## src/hdl/bc2_pkg.sv

```systemverilog
// ----------------------------------------------------------------------------
// bc2_pkg
// Shared types and constants for the BC2 (DXT3) block decoder pipeline.
// ----------------------------------------------------------------------------
package bc2_pkg;

  // endpoint widening: red and blue from 5 bits, green from 6 bits
  localparam int unsigned W5_MUL = 527;
  localparam int unsigned W5_ADD = 23;
  localparam int unsigned W6_MUL = 259;
  localparam int unsigned W6_ADD = 33;
  localparam logic [4:0]  MASK5  = 5'h1F;
  localparam logic [5:0]  MASK6  = 6'h3F;

  // divide by three through a reciprocal, exact for dividends below 2048
  localparam int unsigned DIV3_MUL   = 683;
  localparam int unsigned DIV3_SHIFT = 11;

  // alpha nibble replication masks
  localparam logic [7:0] NIB_HI = 8'hF0;
  localparam logic [7:0] NIB_LO = 8'h0F;

  // 24-bit color, red in 7:0, green in 15:8, blue in 23:16
  typedef logic [23:0] rgb_t;

  // stage one result: widened endpoints plus raw per-texel bits
  typedef struct packed {
    logic [63:0] alpha;
    logic [31:0] codes;
    rgb_t        e1;
    rgb_t        e0;
  } bc2_ends_t;

  // stage two result: full palette plus raw per-texel bits
  typedef struct packed {
    logic [63:0]     alpha;
    logic [31:0]     codes;
    rgb_t [3:0]      pal;
  } bc2_pal_t;

  // one decoded row
  typedef struct packed {
    logic [31:0] texel_three;
    logic [31:0] texel_two;
    logic [31:0] texel_one;
    logic [31:0] texel_zero;
    logic [1:0]  row_index;
  } bc2_row_t;

endpackage

```

## src/hdl/bc2_widen.sv

```systemverilog
// ----------------------------------------------------------------------------
// bc2_widen
// First pipeline stage: splits the RGB565 endpoints and widens them to
// 8 bits per channel with the rounding multipliers.
// ----------------------------------------------------------------------------
module bc2_widen (
  input  logic               clk,
  input  logic               rst_n,
  input  logic               in_valid,
  output logic               in_ready,
  input  logic [63:0]        alpha_bits,
  input  logic [63:0]        color_bits,
  output logic               out_valid,
  input  logic               out_ready,
  output bc2_pkg::bc2_ends_t out_data
);

  logic               valid_r;
  logic               valid_nxt;
  bc2_pkg::bc2_ends_t data_r;
  bc2_pkg::bc2_ends_t data_nxt;

  // 5-bit channel to 8 bits
  function automatic logic [7:0] widen5(input logic [4:0] v);
    logic [13:0] p;
    p = 14'(v & bc2_pkg::MASK5) * 14'(bc2_pkg::W5_MUL) + 14'(bc2_pkg::W5_ADD);
    return p[13:6];
  endfunction

  // 6-bit channel to 8 bits
  function automatic logic [7:0] widen6(input logic [5:0] v);
    logic [13:0] p;
    p = 14'(v & bc2_pkg::MASK6) * 14'(bc2_pkg::W6_MUL) + 14'(bc2_pkg::W6_ADD);
    return p[13:6];
  endfunction

  // split one 565 word into packed rgb
  function automatic bc2_pkg::rgb_t split565(input logic [15:0] c);
    return {widen5(c[4:0]), widen6(c[10:5]), widen5(c[15:11])};
  endfunction

  assign in_ready = !valid_r || out_ready;

  // next stage contents
  always_comb begin
    valid_nxt = valid_r;
    if (in_ready) begin
      valid_nxt = in_valid;
    end
    data_nxt.alpha = alpha_bits;
    data_nxt.codes = color_bits[63:32];
    data_nxt.e0    = split565(color_bits[15:0]);
    data_nxt.e1    = split565(color_bits[31:16]);
  end

  always_ff @(posedge clk) begin
    if (!rst_n) begin
      valid_r <= 1'b0;
    end else begin
      valid_r <= valid_nxt;
    end
  end

  always_ff @(posedge clk) begin
    if (in_valid && in_ready) begin
      data_r <= data_nxt;
    end
  end

  assign out_valid = valid_r;
  assign out_data  = data_r;

endmodule

```

## src/hdl/bc2_palette.sv

```systemverilog
// ----------------------------------------------------------------------------
// bc2_palette
// Second pipeline stage: builds the four-entry palette, the two blended
// entries with truncating division by three.
// ----------------------------------------------------------------------------
module bc2_palette (
  input  logic               clk,
  input  logic               rst_n,
  input  logic               in_valid,
  output logic               in_ready,
  input  bc2_pkg::bc2_ends_t in_data,
  output logic               out_valid,
  input  logic               out_ready,
  output bc2_pkg::bc2_pal_t  out_data
);

  logic              valid_r;
  logic              valid_nxt;
  bc2_pkg::bc2_pal_t data_r;
  bc2_pkg::bc2_pal_t data_nxt;

  // floor(x / 3) for x up to 765
  function automatic logic [7:0] div3(input logic [9:0] x);
    logic [18:0] p;
    p = 19'(x) * 19'(bc2_pkg::DIV3_MUL);
    return p[bc2_pkg::DIV3_SHIFT +: 8];
  endfunction

  assign in_ready = !valid_r || out_ready;

  // palette per channel
  always_comb begin
    logic [9:0] a;
    logic [9:0] b;
    valid_nxt = valid_r;
    if (in_ready) begin
      valid_nxt = in_valid;
    end
    data_nxt.alpha  = in_data.alpha;
    data_nxt.codes  = in_data.codes;
    data_nxt.pal[0] = in_data.e0;
    data_nxt.pal[1] = in_data.e1;
    for (int ch = 0; ch < 3; ch++) begin
      a = 10'(in_data.e0[8*ch +: 8]);
      b = 10'(in_data.e1[8*ch +: 8]);
      data_nxt.pal[2][8*ch +: 8] = div3((a << 1) + b);
      data_nxt.pal[3][8*ch +: 8] = div3(a + (b << 1));
    end
  end

  always_ff @(posedge clk) begin
    if (!rst_n) begin
      valid_r <= 1'b0;
    end else begin
      valid_r <= valid_nxt;
    end
  end

  always_ff @(posedge clk) begin
    if (in_valid && in_ready) begin
      data_r <= data_nxt;
    end
  end

  assign out_valid = valid_r;
  assign out_data  = data_r;

endmodule

```

## src/hdl/bc2_row_out.sv

```systemverilog
// ----------------------------------------------------------------------------
// bc2_row_out
// Final stages: holds one palettized block, steps through its four rows
// and assembles the RGBA texels of each row into the output register.
// ----------------------------------------------------------------------------
module bc2_row_out (
  input  logic              clk,
  input  logic              rst_n,
  input  logic              in_valid,
  output logic              in_ready,
  input  bc2_pkg::bc2_pal_t in_data,
  output logic              out_valid,
  input  logic              out_ready,
  output bc2_pkg::bc2_row_t out_data,
  output logic              out_last
);

  localparam logic [1:0] LAST_ROW = 2'd3;

  bc2_pkg::bc2_pal_t blk_r;
  logic              blk_valid_r;
  logic              blk_valid_nxt;
  logic [1:0]        row_r;
  logic [1:0]        row_nxt;
  logic              ovalid_r;
  logic              ovalid_nxt;
  bc2_pkg::bc2_row_t orow_r;
  bc2_pkg::bc2_row_t orow_nxt;
  logic              olast_r;
  logic              emit;
  logic              take;

  // one row leaves the block register when the output register frees up
  assign emit     = blk_valid_r && (!ovalid_r || out_ready);
  assign in_ready = !blk_valid_r || (emit && row_r == LAST_ROW);
  assign take     = in_valid && in_ready;

  // texel assembly for the current row
  always_comb begin
    logic [7:0]  codes_row;
    logic [15:0] alpha_row;
    logic [1:0]  code;
    logic [7:0]  a8;
    logic [31:0] texel [4];
    codes_row = blk_r.codes[{row_r, 3'b000} +: 8];
    alpha_row = blk_r.alpha[{row_r, 4'b0000} +: 16];
    for (int col = 0; col < 4; col++) begin
      code = codes_row[2*col +: 2];
      a8   = ({4'b0000, alpha_row[4*col +: 4]} << 4) & bc2_pkg::NIB_HI;
      a8   = a8 | ({4'b0000, alpha_row[4*col +: 4]} & bc2_pkg::NIB_LO);
      texel[col] = {a8, blk_r.pal[code]};
    end
    orow_nxt.row_index   = row_r;
    orow_nxt.texel_zero  = texel[0];
    orow_nxt.texel_one   = texel[1];
    orow_nxt.texel_two   = texel[2];
    orow_nxt.texel_three = texel[3];
  end

  // row counter, block and output valid flags
  always_comb begin
    blk_valid_nxt = blk_valid_r;
    row_nxt       = row_r;
    if (emit) begin
      row_nxt = row_r + 2'd1;
      if (row_r == LAST_ROW) begin
        blk_valid_nxt = 1'b0;
      end
    end
    if (take) begin
      blk_valid_nxt = 1'b1;
      row_nxt       = 2'd0;
    end
    ovalid_nxt = ovalid_r;
    if (!ovalid_r || out_ready) begin
      ovalid_nxt = emit;
    end
  end

  always_ff @(posedge clk) begin
    if (!rst_n) begin
      blk_valid_r <= 1'b0;
      row_r       <= 2'd0;
      ovalid_r    <= 1'b0;
    end else begin
      blk_valid_r <= blk_valid_nxt;
      row_r       <= row_nxt;
      ovalid_r    <= ovalid_nxt;
    end
  end

  always_ff @(posedge clk) begin
    if (take) begin
      blk_r <= in_data;
    end
    if (emit) begin
      orow_r  <= orow_nxt;
      olast_r <= (row_r == LAST_ROW);
    end
  end

  assign out_valid = ovalid_r;
  assign out_data  = orow_r;
  assign out_last  = olast_r;

endmodule

```

## src/hdl/bc2_block_decoder_unit.sv

```systemverilog
// ----------------------------------------------------------------------------
// bc2_block_decoder_unit
// BC2 (DXT3) texture block decoder: one 16-byte block in, four rows of
// four RGBA texels out, top row first.
// ----------------------------------------------------------------------------
//  channel | direction | transaction
//  in_*    | slave     | one compressed block (alpha half, color half)
//  out_*   | master    | one decoded row, tlast on the fourth row
//
//  the row stepper sends one row per cycle from its block register while the
//  output is not stalled, and takes the next block as it sends the last row;
//  a block passes widen, palette, block and output registers to the first row.
//  reset clears only the valid flags and the row counter.
//  a stall on the output holds every stage; nothing is dropped or repeated.
// ----------------------------------------------------------------------------
module bc2_block_decoder_unit (
  input  logic         clk,
  input  logic         rst_n,
  input  logic         in_tvalid,
  output logic         in_tready,
  // alpha_bits [63:0], color_bits [127:64]
  input  logic [127:0] in_tdata,
  output logic         out_tvalid,
  input  logic         out_tready,
  // row_index [1:0], texel_zero [33:2], texel_one [65:34],
  // texel_two [97:66], texel_three [129:98], zero fill [135:130]
  output logic [135:0] out_tdata,
  output logic         out_tlast
);

  logic               s1_valid;
  logic               s1_ready;
  bc2_pkg::bc2_ends_t s1_data;
  logic               s2_valid;
  logic               s2_ready;
  bc2_pkg::bc2_pal_t  s2_data;
  bc2_pkg::bc2_row_t  row_data;

  // endpoint widening
  bc2_widen u_widen (
    .clk        (clk),
    .rst_n      (rst_n),
    .in_valid   (in_tvalid),
    .in_ready   (in_tready),
    .alpha_bits (in_tdata[63:0]),
    .color_bits (in_tdata[127:64]),
    .out_valid  (s1_valid),
    .out_ready  (s1_ready),
    .out_data   (s1_data)
  );

  // palette build
  bc2_palette u_palette (
    .clk       (clk),
    .rst_n     (rst_n),
    .in_valid  (s1_valid),
    .in_ready  (s1_ready),
    .in_data   (s1_data),
    .out_valid (s2_valid),
    .out_ready (s2_ready),
    .out_data  (s2_data)
  );

  // row stepping and texel assembly
  bc2_row_out u_row_out (
    .clk       (clk),
    .rst_n     (rst_n),
    .in_valid  (s2_valid),
    .in_ready  (s2_ready),
    .in_data   (s2_data),
    .out_valid (out_tvalid),
    .out_ready (out_tready),
    .out_data  (row_data),
    .out_last  (out_tlast)
  );

  assign out_tdata = {6'b000000, row_data};

endmodule

```

## config.mk

```make
export PLATFORM = sky130hd
export DESIGN_NAME = bc2_block_decoder_unit
export DESIGN_NICKNAME = d
export VERILOG_FILES = /design/src/hdl/bc2_pkg.sv /design/src/hdl/bc2_widen.sv /design/src/hdl/bc2_palette.sv /design/src/hdl/bc2_row_out.sv /design/src/hdl/bc2_block_decoder_unit.sv
export SDC_FILE = /design/constraint.sdc
export NUM_CORES = 1
export LEC_CHECK = 0
export BUFFER_PORTS_ARGS = -buffer_cell sky130_fd_sc_hd__buf_2
export CORE_ASPECT_RATIO = 0.6
export CORE_MARGIN = 2
export CORE_UTILIZATION = 25
export DETAILED_ROUTE_END_ITERATION = 16
export HOLD_SLACK_MARGIN = 0.02
export PLACE_DENSITY_LB_ADDON = 0.1
export RECOVER_POWER = 50
export SETUP_SLACK_MARGIN = 0.5
export SLEW_MARGIN = 20
export SYNTH_ARGS = -nofsm -noshare
export SYNTH_HDL_FRONTEND = slang
export SYNTH_SLANG_ARGS = --single-unit
```

## constraint.sdc

```tcl
create_clock -name clk -period 18.4 [get_ports clk]
set_input_delay 3.68 -clock clk [delete_from_list [all_inputs] [get_ports clk]]
set_output_delay 3.68 -clock clk [all_outputs]
set_load 0.01 [all_outputs]
```

== Word-level counts from Yosys, hierarchy flattened ==
Index checks and enable logic that the tools add are counted.

* Flip-flop bits (word level): 665
* Bits of input ports: 132
* Logic and storage cells: 92

* $add $sub $neg: 13
* Multiply operators: 12
* $lt $le $gt $ge: 4
* Equality and inequality tests: 1
* Shift operators: 2
* Mux-type cells: 11
* Bitwise operators: 5
* Reduce and logical (&&, ||, !) cells: 17

{| class="wikitable"
|+ Operators with widths
! kind !! number
|-
| binary-select mux 24 bit (select 2 bit) || 4
|-
| multiplier 10 x 10 -> 19 bit, second input constant || 6
|-
| 2-to-1 mux 24 bit || 4
|-
| variable part select 64 x 7 -> 16 bit || 1
|-
| adder 14 x 5 -> 14 bit, second input constant || 4
|-
| multiplier 5 x 10 -> 14 bit, second input constant || 4
|-
| OR 8 x 4 -> 8 bit || 4
|-
| variable part select 32 x 6 -> 8 bit || 1
|-
| adder 8 x 9 -> 10 bit || 3
|-
| adder 9 x 8 -> 10 bit || 3
|-
| adder 14 x 6 -> 14 bit, second input constant || 2
|-
| multiplier 6 x 9 -> 14 bit, second input constant || 2
|-
| less-than comparator 2 x 3 -> 1 bit, second input constant || 4
|-
| logical AND 1 bit || 5
|-
| logical NOT 1 bit || 4
|-
| logical OR 1 bit || 4
|-
| nonzero test 2 bit || 2
|-
| 2-to-1 mux 1 bit || 3
|-
| adder 2 x 1 -> 2 bit, second input constant || 1
|-
| == test 2 bit, second input constant || 1
|-
| AND reduction 2 bit || 1
|-
| OR reduction 2 bit || 1
|-
| inverter 1 bit || 1
|}

== Depth between registers and ports, before layout ==
* Depth in word-level cells: 8
* Mapped depth: 26

== Cells and area by module ==
Synthesis repeated with hierarchy kept, for this count alone.

* Cell total of the unflattened synthesis: 2663
* Area total of the unflattened synthesis: 38166.6 µm²

{| class="wikitable"
|+ By module, submodules not included
! module !! instances !! cells each !! area each (µm²) !! sequential area each (µm²)
|-
| bc2_palette || 1 || 1429 || 17083.9 || 5785.5
|-
| bc2_row_out || 1 || 694 || 13259.0 || 9298.9
|-
| bc2_widen || 1 || 533 || 7775.0 || 4344.2
|-
| bc2_block_decoder_unit || 1 || 7 || 48.8 || 0.0
|}

== Worst setup path before layout ==
OpenSTA, ideal clock, no wires.

* Path kind: input-to-reg
* Start: input port out_tready
* End: register u_palette.data_r, in the netlist u_palette.out_data[0] (enable)
* Setup time: 1036 ps
* Arrival: 17786 ps
* Required time: 17364 ps
* Setup slack: -423 ps
* Stages: 3
* Buffers on the path: 0
* Cells stage by stage: nand2b_1 > a21oi_1 > a21boi_0

* Longest elaborated chain between the ends: 6

{| class="wikitable"
|+ Ends and longest elaborated chain
! element !! RTL line !! text
|-
| start: declaration || bc2_block_decoder_unit.sv:24 || <nowiki>input logic out_tready,</nowiki>
|-
| logical OR 1 bit || bc2_row_out.sv:34 || <nowiki>assign emit = blk_valid_r && (!ovalid_r || out_ready);</nowiki>
|-
| logical AND 1 bit || bc2_row_out.sv:34 ||
|-
| logical AND 1 bit || bc2_row_out.sv:35 || <nowiki>assign in_ready = !blk_valid_r || (emit && row_r == LAST_ROW);</nowiki>
|-
| logical OR 1 bit || bc2_row_out.sv:35 ||
|-
| logical OR 1 bit || bc2_palette.sv:29 || <nowiki>assign in_ready = !valid_r || out_ready;</nowiki>
|-
| logical AND 1 bit || bc2_palette.sv:60 || <nowiki>if (in_valid && in_ready) begin</nowiki>
|-
| end signal: assignment || bc2_palette.sv:61 || <nowiki>data_r <= data_nxt;</nowiki>
|-
| end: declaration || bc2_palette.sv:19 || <nowiki>bc2_pkg::bc2_pal_t data_r;</nowiki>
|}

No other way between the ends.
A chain may end at the register's enable or synchronous reset.

== Final worst setup path ==
* Start: input port out_tready
* End: register u_widen.data_r, in the netlist u_widen.out_data[8] (enable)

* Longest elaborated chain between the ends: 7

{| class="wikitable"
|+ Ends and longest elaborated chain
! element !! RTL line !! text
|-
| logical OR 1 bit || bc2_row_out.sv:34 ||
|-
| logical AND 1 bit || bc2_row_out.sv:34 ||
|-
| logical AND 1 bit || bc2_row_out.sv:35 ||
|-
| logical OR 1 bit || bc2_row_out.sv:35 ||
|-
| logical OR 1 bit || bc2_palette.sv:29 ||
|-
| logical OR 1 bit || bc2_widen.sv:42 || <nowiki>assign in_ready = !valid_r || out_ready;</nowiki>
|-
| logical AND 1 bit || bc2_widen.sv:65 || <nowiki>if (in_valid && in_ready) begin</nowiki>
|-
| end signal: assignment || bc2_widen.sv:66 || <nowiki>data_r <= data_nxt;</nowiki>
|-
| end: declaration || bc2_widen.sv:20 || <nowiki>bc2_pkg::bc2_ends_t data_r;</nowiki>
|}

No other way between the ends.

==> flow_summary_export.csv <==
group,metric,value,unit
status,status,"complete, but fails checks",
status,violations,"capacitance limit, slew limit",
sta,layout_setup_ws,7.15,ns
critical_path,worstSetupPathType,"in -> reg",
sta,setup_viol,0,
sta,fmaxAchievable,0.0889,GHz
sta,relSlewSlack,-545,%
die,initial_utilization,25.2,%
layout,antennaDiodeCount,0,
place,place_congestion,0.804,
critical_path,start_kind,"input port",
layout,mostFrequentLayoutCell,"edfxtp_1",
routing,dr_total_vias,20100,
sta,worst_pin_slew,9.68,ns
run,drv_cap,10,
layout,final_nets,3511,
sta,maxSlewViolCount,509,
yosys,ys_ff_latch,649,
yosys,synthesis.area,37100,sq um
clocking,cts.repair.resized,0,
die,rows,109,
routing,drcViolationCount,0,
yosys,yosys_warnings,0,
yosys,netlist_instances,2413,
critical_path,cp_data_arrival_time,11.19,ns
sta,fin_crit_sh,61.1,%
sta,hold_slack,0.380,ns
sta,rsz0062_at_grt,"false",
global_routing,grtUsageTotal,12.6,%
die,ios,271,
routing,dr.pass1.iters,5,
place,dp_hpwl,69700,um
layout,syn2layout_area_growth,16.4,%
yosys,ys_async_sr_fraction,0,%
global_routing,grt_antenna_before_repair,9,
sta,period_minus_slack,11.25,ns
clocking,cts_tree,"built",
critical_path,end_kind,"flip-flop",
yosys,yosysTopAreaCell,"edfxtp_1",
critical_path,cp.required,18.34,ns
layout,layout_common_cells,"643 x edfxtp_1, 492 x ha_1, 345 x inv_1",
sta,fin_tns_setup,0,ns
clocking,ctsHoldBuffers,0,
routing,wire_per_inst,20.1,um
yosys,ys_seq_area_share,52.4,%
die,fp.coreArea,147000,sq um
clocking,clk_pin_slew_worst_paths,0.06,ns
yosys,synth-main-ff-cell,"edfxtp_1",
routing,final_antenna_net_count,0,
global_routing,grt_max_degree,145,
die,die_h,302,um
die,dieArea,152000,sq um
clocking,cts_buffers,74,
clocking,post_cts_buffers,0,
clocking,clk-insertion-delay-late,0.68,ns
sta,hold_viol_final,0,
clocking,cts_buffer_depth,3,
routing,vias_per_cell,4.25,
die,die_w,501,um
clocking,root_buffer,"clkbuf_16",
yosys,synth.area.top_cells,"edfxtp_1 52%, ha_1 17%, fa_1 8.6%",
yosys,synth.distinct_cells,60,
yosys,avgSynthCellArea,15.4,sq um
sta,skew,0.0545,ns
global_routing,grt_pass1_wl,142000,um
global_routing,grt_pass1_vias,21500,
yosys,synth_top_area_share,52.1,%
critical_path,path_max_fanout,144,
global_routing,overflow,0,
min_path,hold_path.class,"reg -> reg",
yosys,synth_edf_count,643,
routing,wl,94900,um
clocking,cts_max_level,3,
routing,drt-initial-drc-count,1106,
clocking,numClockSinks,649,
place,dp_slack,9.76,ns
place,port_buffers,264,
layout,drive_gt1_share,17.6,%
synth_stat cells (3+ instances only):
library cell,number
nor4_1,4
clkbuf_1,6
a21o_1,31
buf_4,22
or2_2,4
mux4_2,120
nor3_1,27
or3_1,4
nor2_1,64
xnor2_1,110
and3_1,6
and4_1,3
a211oi_1,9
o2111ai_1,4
xor2_1,43
nand2b_1,8
fa_1,160
a21o_2,3
nand3_1,14
and2_1,5
dfxtp_1,6
a211o_1,4
o21bai_1,8
edfxtp_1,643
a21boi_0,4
and3b_1,4
o21a_1,33
o31a_1,4
ha_1,492
nand2_1,36
o21ai_0,41
buf_2,20
nand4_1,4
a2111oi_0,3
a21oi_1,57
inv_1,346
o211ai_1,14
nor2b_1,16
logic make-up after synthesis:
| kind of cell | share of synthesized area (%) |
|---|---|
| xor+xnor | 3.61 |
| other cells | 0.0101 |
| buf+inv | 4.30 |
| mux | 7.29 |
| simple gates | 2.70 |
| flops | 52.4 |
| compound gates | 4.46 |
| fa+ha+maj | 25.2 |
routing by layer:
| layer | vias to the layer above | part of all wire, % | global-route usage, % | routed length (um) |
|---|---|---|---|---|
| met5 | - | 0.046 | 0 | 44 |
| met4 | 8 | 2.1 | 2.95 | 2030 |
| met3 | 111 | 4.0 | 2.71 | 3820 |
| met2 | 319 | 43 | 19.1 | 41300 |
| met1 | 10200 | 50 | 18.5 | 47800 |
| li1 | 9472 | - | - | - |
sequential cells by signal (all words and copies together), names as in the netlist:
signal and cells:
u_row_out.out_last 1, u_row_out.row_r 2, u_palette.out_valid 1, u_widen.out_data 144, u_palette.out_data 192, u_widen.out_valid 1
u_row_out.out_valid 1, u_row_out.blk_r 192, u_row_out.blk_valid_r 1, u_row_out.out_data 114
critical path, cell delays in order:
cell	delay, ns
buf_2	0.08
nand2b_1	0.12
a21oi_1	0.22
a31oi_4	0.23
clkbuf_1	6.71
through the flow:
step,cell area (sq um),utilization (%),std cells
floorplan,37100,-,2418
global placement,40800,27.7,4592
detailed placement,40800,27.7,4592
CTS,43300,29.4,4727
global route,43200,29.3,4728
finish,43200,29.3,4728
final timing paths:
path                                                       start                       endpoint  slack [ns]  depth (start not counted)
worst max register to register   u_row_out.row_r[0]$_SDFFE_PP0P_  u_widen.out_data[8]$_DFFE_PP_        9.87                          4
worst min register to register  u_palette.out_data[27]$_DFFE_PP_  u_row_out.blk_r[27]$_DFFE_PP_        0.38                          0
worst max-delay path                                  out_tready  u_widen.out_data[8]$_DFFE_PP_        7.15                          5
worst min-delay path            u_palette.out_data[27]$_DFFE_PP_  u_row_out.blk_r[27]$_DFFE_PP_        0.38                          0
cell type report:
cell class                      instances  area [sq um]
Timing Repair Buffer                  283          1400
Sequential cell                       649         19400
Multi-Input combinational cell       1373         16100
Inverter                              346          1300
Fill cell                           14700        104000
Tap cell                             1942          2430
Clock buffer                           94          1970
Clock inverter                         41           531
Power is left out: the tool's default activity adds up to more than one toggle a clock period on the data nets, which glitch-free logic cannot reach.
